$ cat config.mk
export PLATFORM = sky130hd
export DESIGN_NAME = url_query_pair_decoder
export DESIGN_NICKNAME = d
export VERILOG_FILES = /design/src/uqpd_pkg.sv /design/src/url_query_pair_decoder.sv /design/src/uqpd_decode.sv /design/src/uqpd_result_buf.sv
export SDC_FILE = /design/constraint.sdc
export NUM_CORES = 1
export LEC_CHECK = 0
export BUFFER_PORTS_ARGS = -buffer_cell sky130_fd_sc_hd__buf_2
export CAP_MARGIN = 10
export CORE_MARGIN = 2
export CORE_UTILIZATION = 60
export DETAILED_ROUTE_END_ITERATION = 8
export GPL_TIMING_DRIVEN = 0
export PLACE_DENSITY = 0.79
export SYNTH_ARGS = -nofsm -noshare
export SYNTH_HDL_FRONTEND = slang
export SYNTH_SLANG_ARGS = --single-unit
$ cat constraint.sdc
create_clock -name clk -period 10.4 [get_ports clk]
set_clock_uncertainty 0.2 [all_clocks]
set_input_delay 1.04 -clock clk [delete_from_list [all_inputs] [get_ports clk]]
set_output_delay 1.04 -clock clk [all_outputs]
set_load 0.02 [all_outputs]
$ cat src/uqpd_pkg.sv
package uqpd_pkg;

  // Field limit register
  localparam int          LIMIT_W           = 7;
  localparam logic [6:0]  FIELD_LIMIT_RESET = 7'd63;
  localparam int          FIELD_MAX_DEF     = 64;

  // Results per input item
  localparam int MAX_RES = 4;
  localparam int CNT_W   = $clog2(MAX_RES + 1);
  localparam int SLOT_W  = $clog2(MAX_RES);

  // Result kinds
  localparam logic [1:0] KIND_NAME  = 2'd0;
  localparam logic [1:0] KIND_VALUE = 2'd1;
  localparam logic [1:0] KIND_PAIR  = 2'd2;
  localparam logic [1:0] KIND_NOQ   = 2'd3;

  // Special characters
  localparam logic [7:0] CH_QUERY = 8'h3F;
  localparam logic [7:0] CH_AMP   = 8'h26;
  localparam logic [7:0] CH_EQ    = 8'h3D;
  localparam logic [7:0] CH_PCT   = 8'h25;
  localparam logic [7:0] CH_PLUS  = 8'h2B;
  localparam logic [7:0] CH_SPACE = 8'h20;

  typedef struct packed {
    logic [7:0] in_byte;
    logic       in_last;
  } in_item_t;

  typedef struct packed {
    logic [7:0] out_byte;
    logic [1:0] out_kind;
    logic       out_final_pair;
    logic       out_last;
  } out_item_t;

  // All results caused by one input item, in order
  typedef struct packed {
    logic [CNT_W-1:0]          count;
    out_item_t [MAX_RES-1:0]   slots;
  } batch_t;

  function automatic logic is_hex(input logic [7:0] c);
    return ((c >= 8'h30) && (c <= 8'h39)) ||
           ((c >= 8'h61) && (c <= 8'h66)) ||
           ((c >= 8'h41) && (c <= 8'h46));
  endfunction

  function automatic logic [3:0] hex_nib(input logic [7:0] c);
    logic [7:0] v;
    v = 8'h00;
    if ((c >= 8'h30) && (c <= 8'h39)) begin
      v = c - 8'h30;
    end else if ((c >= 8'h61) && (c <= 8'h66)) begin
      v = c - 8'h57;
    end else if ((c >= 8'h41) && (c <= 8'h46)) begin
      v = c - 8'h37;
    end
    return v[3:0];
  endfunction

endpackage

$ cat src/url_query_pair_decoder.sv
// URL query pair decoder. Bytes of a URI enter on in_data and leave as name
// bytes, percent-decoded value bytes and pair-end markers on out_data, one
// result per transfer. An item sits in an input register while its results
// are worked out, then moves as a batch into a four-slot result buffer that
// drives the output port. Plain bytes stream at one per cycle while the output
// does not stall; an item that yields several results (up to four, on escape
// flushes and pair ends) holds the input until the single output port has
// drained the buffer. The user must write field_limit on the cfg channel only
// while the block is idle; the block itself does not enforce it.
module url_query_pair_decoder #(
  parameter int FIELD_MAX = uqpd_pkg::FIELD_MAX_DEF
) (
  input  logic                          clk,
  input  logic                          rst,
  input  logic                          in_valid,
  output logic                          in_stall,
  input  uqpd_pkg::in_item_t            in_data,
  output logic                          out_valid,
  input  logic                          out_stall,
  output uqpd_pkg::out_item_t           out_data,
  input  logic                          cfg_valid,
  output logic                          cfg_ready,
  input  logic [uqpd_pkg::LIMIT_W-1:0]  cfg_data
);
  import uqpd_pkg::*;

  logic [LIMIT_W-1:0] field_limit;
  logic               item_valid;
  in_item_t           item;
  batch_t             batch;
  logic               room;
  logic               consume;

  // Take an item once its results fit in the buffer
  assign consume  = item_valid && ((batch.count == '0) || room);
  assign in_stall = item_valid && !consume;

  // Configuration register
  assign cfg_ready = 1'b1;

  always_ff @(posedge clk) begin
    if (rst) begin
      field_limit <= FIELD_LIMIT_RESET;
    end else if (cfg_valid && cfg_ready) begin
      field_limit <= cfg_data;
    end
  end

  // Input register
  always_ff @(posedge clk) begin
    if (rst) begin
      item_valid <= 1'b0;
    end else if (!in_stall) begin
      item_valid <= in_valid;
    end
  end

  always_ff @(posedge clk) begin
    if (!in_stall && in_valid) begin
      item <= in_data;
    end
  end

  uqpd_decode #(
    .FIELD_MAX (FIELD_MAX)
  ) u_decode (
    .clk         (clk),
    .rst         (rst),
    .field_limit (field_limit),
    .item        (item),
    .commit      (consume),
    .batch       (batch)
  );

  uqpd_result_buf u_buf (
    .clk       (clk),
    .rst       (rst),
    .load      (consume && (batch.count != '0)),
    .batch     (batch),
    .room      (room),
    .out_valid (out_valid),
    .out_stall (out_stall),
    .out_data  (out_data)
  );

endmodule

$ cat src/uqpd_decode.sv
module uqpd_decode #(
  parameter int FIELD_MAX = uqpd_pkg::FIELD_MAX_DEF
) (
  input  logic                            clk,
  input  logic                            rst,
  input  logic [uqpd_pkg::LIMIT_W-1:0]    field_limit,
  input  uqpd_pkg::in_item_t              item,
  input  logic                            commit,
  output uqpd_pkg::batch_t                batch
);
  import uqpd_pkg::*;

  localparam int CW = $clog2(FIELD_MAX + 1);
  localparam int LW = (CW > LIMIT_W) ? CW : LIMIT_W;

  typedef enum logic [1:0] {PH_SKIP, PH_NAME, PH_VALUE} phase_t;
  typedef enum logic [1:0] {ESC_NONE, ESC_PCT, ESC_HEX} esc_t;

  phase_t        phase, phase_next;
  logic [CW-1:0] field_count, field_count_next;
  esc_t          esc, esc_next;
  logic [7:0]    held, held_next;

  logic [LW-1:0] lim;
  logic          room_in_field;

  // Effective limit is the smaller of the register and the build maximum
  always_comb begin
    if (LW'(field_limit) < LW'(FIELD_MAX)) begin
      lim = LW'(field_limit);
    end else begin
      lim = LW'(FIELD_MAX);
    end
  end

  assign room_in_field = LW'(field_count) < lim;

  // Parse one byte and list the results it causes
  always_comb begin : parse_c
    logic [7:0]       c;
    logic [CNT_W-1:0] n;
    logic             done;
    c                = item.in_byte;
    n                = '0;
    done             = 1'b0;
    phase_next       = phase;
    field_count_next = field_count;
    esc_next         = esc;
    held_next        = held;
    batch            = '0;

    if ((phase != PH_NAME) && (phase != PH_VALUE)) begin
      // skip the path until the query mark
      if (c == CH_QUERY) begin
        phase_next       = PH_NAME;
        field_count_next = '0;
        esc_next         = ESC_NONE;
        held_next        = '0;
      end
    end else if (c == CH_AMP) begin
      // close the pair, flushing a pending escape first
      if (phase == PH_VALUE) begin
        if ((esc == ESC_PCT) || (esc == ESC_HEX)) begin
          batch.slots[n[SLOT_W-1:0]] = '{CH_PCT, KIND_VALUE, 1'b0, 1'b0};
          n = n + 1'b1;
        end
        if (esc == ESC_HEX) begin
          batch.slots[n[SLOT_W-1:0]] = '{held, KIND_VALUE, 1'b0, 1'b0};
          n = n + 1'b1;
        end
      end
      batch.slots[n[SLOT_W-1:0]] = '{8'h00, KIND_PAIR, 1'b0, 1'b0};
      n = n + 1'b1;
      phase_next       = PH_NAME;
      field_count_next = '0;
      esc_next         = ESC_NONE;
      held_next        = '0;
    end else if (phase == PH_NAME) begin
      if (c == CH_EQ) begin
        phase_next       = PH_VALUE;
        field_count_next = '0;
        esc_next         = ESC_NONE;
        held_next        = '0;
      end else if (room_in_field) begin
        field_count_next = field_count + 1'b1;
        batch.slots[n[SLOT_W-1:0]] = '{c, KIND_NAME, 1'b0, 1'b0};
        n = n + 1'b1;
      end
    end else if (room_in_field) begin
      field_count_next = field_count + 1'b1;
      // continue or break a pending escape
      if ((esc == ESC_PCT) || (esc == ESC_HEX)) begin
        if (is_hex(c)) begin
          done = 1'b1;
          if (esc == ESC_PCT) begin
            held_next = c;
            esc_next  = ESC_HEX;
          end else begin
            batch.slots[n[SLOT_W-1:0]] = '{{hex_nib(held), hex_nib(c)}, KIND_VALUE,
                                           1'b0, 1'b0};
            n = n + 1'b1;
            esc_next  = ESC_NONE;
            held_next = '0;
          end
        end else begin
          batch.slots[n[SLOT_W-1:0]] = '{CH_PCT, KIND_VALUE, 1'b0, 1'b0};
          n = n + 1'b1;
          if (esc == ESC_HEX) begin
            batch.slots[n[SLOT_W-1:0]] = '{held, KIND_VALUE, 1'b0, 1'b0};
            n = n + 1'b1;
          end
          esc_next  = ESC_NONE;
          held_next = '0;
        end
      end else begin
        esc_next = ESC_NONE;
      end
      // plain value byte
      if (!done) begin
        if (c == CH_PCT) begin
          esc_next = ESC_PCT;
        end else if (c == CH_PLUS) begin
          batch.slots[n[SLOT_W-1:0]] = '{CH_SPACE, KIND_VALUE, 1'b0, 1'b0};
          n = n + 1'b1;
        end else begin
          batch.slots[n[SLOT_W-1:0]] = '{c, KIND_VALUE, 1'b0, 1'b0};
          n = n + 1'b1;
        end
      end
    end

    // end of URI: close the open pair or report a missing query
    if (item.in_last) begin
      if ((phase_next == PH_NAME) || (phase_next == PH_VALUE)) begin
        if (phase_next == PH_VALUE) begin
          if ((esc_next == ESC_PCT) || (esc_next == ESC_HEX)) begin
            batch.slots[n[SLOT_W-1:0]] = '{CH_PCT, KIND_VALUE, 1'b0, 1'b0};
            n = n + 1'b1;
          end
          if (esc_next == ESC_HEX) begin
            batch.slots[n[SLOT_W-1:0]] = '{held_next, KIND_VALUE, 1'b0, 1'b0};
            n = n + 1'b1;
          end
        end
        batch.slots[n[SLOT_W-1:0]] = '{8'h00, KIND_PAIR, 1'b1, 1'b0};
        n = n + 1'b1;
      end else begin
        batch.slots[n[SLOT_W-1:0]] = '{8'h00, KIND_NOQ, 1'b0, 1'b0};
        n = n + 1'b1;
      end
      phase_next       = PH_SKIP;
      field_count_next = '0;
      esc_next         = ESC_NONE;
      held_next        = '0;
    end

    batch.count = n;
  end

  // Hold parser state, advance on each item taken
  always_ff @(posedge clk) begin
    if (rst) begin
      phase       <= PH_SKIP;
      field_count <= '0;
      esc         <= ESC_NONE;
      held        <= '0;
    end else if (commit) begin
      phase       <= phase_next;
      field_count <= field_count_next;
      esc         <= esc_next;
      held        <= held_next;
    end
  end

endmodule

$ cat src/uqpd_result_buf.sv
module uqpd_result_buf (
  input  logic                clk,
  input  logic                rst,
  input  logic                load,
  input  uqpd_pkg::batch_t    batch,
  output logic                room,
  output logic                out_valid,
  input  logic                out_stall,
  output uqpd_pkg::out_item_t out_data
);
  import uqpd_pkg::*;

  out_item_t [MAX_RES-1:0] slots;
  logic [CNT_W-1:0]        cnt;
  logic [SLOT_W-1:0]       idx;
  logic                    at_end;
  logic                    take;

  assign out_valid = (cnt != '0);
  assign take      = out_valid && !out_stall;
  assign at_end    = (CNT_W'(idx) == (cnt - 1'b1));
  assign room      = !out_valid || (take && at_end);

  // Present the current slot, marking the last of its batch
  always_comb begin
    out_data          = slots[idx];
    out_data.out_last = at_end;
  end

  // Slot payload
  always_ff @(posedge clk) begin
    if (load) begin
      slots <= batch.slots;
    end
  end

  // Fill on load, advance on each transfer, drop the batch after its last result
  always_ff @(posedge clk) begin
    if (rst) begin
      cnt <= '0;
      idx <= '0;
    end else if (load) begin
      cnt <= batch.count;
      idx <= '0;
    end else if (take && at_end) begin
      cnt <= '0;
      idx <= '0;
    end else if (take) begin
      idx <= idx + 1'b1;
    end
  end

endmodule

==> metrics.cfg <==
[run_status]
outcome = completed

[sta]
period_share_pct = 82.4
drv_slew = 0
worst_pin_slew_ns = 1.01
final-setup-viol-count = 0
timing.fmax_mhz = 117
fin_crit_ns = 8.57
slew_headroom_pct = 32.8
finalSetupTns_ns = 0
rsz_0062_raised_after_global_routing = false
timing.final.hold_violations = 0

[placement]
place.port_buffers = 32
detailed_place_hpwl_um = 14400
gp_congestion = 1.00
placed_cells_incl_taps = 865

[grt]
first_global_vias = 5507
gr-usage-met3_pct = 6.08
grtUsageMet1_pct = 43.4
grt_max_degree = 40
globalRoute.totalOverflow = 0
antenna_violations_before_repair = 0
global_route.usage.total_pct = 33.1
global_route.peak_usage_layer = met2
grtUsageMet2_pct = 54.0
first_pass_grt_wire_length_um = 29000

[synthesis]
synth_cell_type_count = 88
cell_types_with_the_highest_counts_after_synthesis = nand2_1, nor2_1, edfxtp_1
synth_sequential_area_ratio_pct = 35.0
yosys.area.top_type_share_pct = 25.0
synthesis.area_per_instance_um2 = 9.16
synth_area_leaders = edfxtp_1, dfxtp_1, ha_1
synth-main-ff-cell = edfxtp_1
ys_async_sr_fraction_pct = 0
post-synth-top-area-cell = edfxtp_1
post_synth_inst_count = 696
yosys_register_bits = 85
synth_area_mm2 = 0.00638
synth-edff-count = 53
synth_warnings = 0
synth.net_count = 755
synth_most_common_cell = nand2_1

[critical_path]
setup_crit_end_kind = output pin
slowest_stage = or3b_1
timing.rr.start = item[2]$_DFFE_PP_
critical_path.max_stage_delay_ns = 0.41
startpoint_type = register
critical_path_required_ns = 9.16
critical_path.max_fanout = 10
crit_type = register to output pin
worst_path_arrival_time_ns = 7.33
critPathMostFrequentCell = clkbuf_1
cp-startpoint = item[2]$_DFFE_PP_

[layout]
area_growth_syn_to_layout_pct = 8.32
nNetsFinal = 799
insertedDiodeCount = 0
drive_gt1_share_pct = 14.9
instances_no_fill = 881

[clock_network]
post_cts.resized_instances = 0
cts_post_setup_buffers_inserted = 0
tritoncts.num_buffers = 9
cts.clk_slew.worst_paths_ns = 0.11
cts.htree.levels = 3
cts_max_path_buffers = 2
holdBufCountCts = 0
tritoncts_num_sinks = 85
root_buffer_selected_by_cts = clkbuf_8
cts_tree = done
clk-insertion-delay-late_ns = 0.39

[route]
routed_via_density = 6.68
drt-total-wl_um = 18500
vias = 5883
drtAntennaViolNets = 0
drt_pass1_iterations = 6
drc_errors = 0
detail_route.wl_per_cell_um = 21.0
drt-initial-drc-count = 512

[floorplanning]
start_util_pct = 61.8
core.rowCount = 37
die_area_mm2 = 0.0115
dieWidth_um = 107
core_region_area_mm2 = 0.0103
io_pins = 36
die_height_um = 107

[pwr]
power.density_mw_per_mm2 = 96.6
ir_drop_uv = 59.7
power_leakage_nw = 2.51
power.total_w = 0.000667

[worst_hold_path]
holdCritStartpoint = field_limit[3]$_SDFFE_PP1P_
min-delay-path-class = register to register

[job]
max-cap-violations = 0

layout by cell type (no fill, tap or decap), types with 7 or more instances in the layout:
| cell type | Yosys | layout |
|---|---|---|
| nand3_1 | 27 | 27 |
| nand2_1 | 76 | 76 |
| mux4_2 | 11 | 11 |
| o22ai_1 | 12 | 12 |
| buf_2 | 4 | 36 |
| o211ai_1 | 8 | 8 |
| clkbuf_1 | 28 | 28 |
| xnor2_1 | 12 | 12 |
| a22oi_1 | 18 | 18 |
| o21a_1 | 7 | 7 |
| o31ai_2 | 8 | 8 |
| nand4_1 | 17 | 17 |
| inv_1 | 35 | 35 |
| edfxtp_1 | 53 | 53 |
| and3_1 | 13 | 13 |
| dfxtp_1 | 32 | 32 |
| o21ai_0 | 35 | 35 |
| clkbuf_8 | 0 | 9 |
| a21oi_1 | 33 | 33 |
| nand2b_1 | 8 | 8 |
| nor3_1 | 17 | 17 |
| ha_1 | 38 | 38 |
| mux2i_1 | 11 | 11 |
| nor2_1 | 58 | 57 |
path summary, 6_finish.rpt:
| kind | end | slack, ns | cells after the start |
|---|---|---|---|
| max | in_stall | 1.83 | 29 |
| min | field_limit[3]$_SDFFE_PP1P_ | 0.28 | 2 |
| max reg2reg | item[6]$_DFFE_PP_ | 2.66 | 28 |
| min reg2reg | field_limit[3]$_SDFFE_PP1P_ | 0.28 | 2 |
cells by family after synthesis:
| logic type | after synthesis | synth area share (%) |
|---|---|---|
| fa+ha+maj | 38 | 7.46 |
| simple gates | 251 | 19.6 |
| flops | 85 | 35.0 |
| xor+xnor | 15 | 2.06 |
| mux | 23 | 5.79 |
| buf+inv | 77 | 4.98 |
| other cells | 1 | 0.0588 |
| compound gates | 206 | 25.1 |
state kept, by name, indices dropped and copies added (netlist names):
signal	cells
field_limit	7
u_decode.field_count	7
item	9
u_buf.idx	2
u_decode.held	8
u_buf.slots	44
u_decode.phase	2
item_valid	1
u_decode.esc	2
u_buf.cnt	3
cell type report:
| type | instances | area [um^2] |
|---|---|---|
| Multi-Input combinational cell | 534 | 3830 |
| Tap cell | 136 | 170 |
| Clock inverter | 7 | 48.8 |
| Inverter | 38 | 144 |
| Fill cell | 837 | 3420 |
| Buffer | 39 | 174 |
| Clock buffer | 9 | 124 |
| Timing Repair Buffer | 33 | 180 |
| Sequential cell | 85 | 2230 |
per-stage QoR:
step | utilization (%) | hold WS, ns | setup slack, ns | instance area [um^2]
detailed placement | 65.2 | 0.258 | 2.38 | 6730
CTS | 66.9 | 0.281 | 1.92 | 6910
global route | 66.9 | 0.308 | 1.37 | 6910
floorplan | - | 0.233 | 2.60 | 6380
global placement | 65.0 | 0.256 | 1.09 | 6710
finish | 66.9 | 0.278 | 1.83 | 6910
critical path, delay by kind of cell (launching register included):
kind | cells | cell delay [ns]
AND/OR/NAND/NOR | 11 | 2.27
adder cells (fa/ha/maj) | 4 | 1.03
buffers and inverters | 7 | 1.85
AO/OA/AOI/OAI | 6 | 1.02
multiplexers | 1 | 0.34
flip-flops | 1 | 0.40
where the power goes:
| group | total, W | internal (W) | switching (W) |
|---|---|---|---|
| clock | 0.000220 | 0.0000871 | 0.000133 |
| sequential | 0.000371 | 0.000365 | 0.00000648 |
| combinational | 0.0000758 | 0.0000263 | 0.0000495 |
per-layer routing:
metal	part of all wire, %	vias up
li1	-	2709
met1	41	2806
met2	47	314
met3	9.0	54
met4	3.5	0
met5	0	-
(Power assumes the default switching activity.)
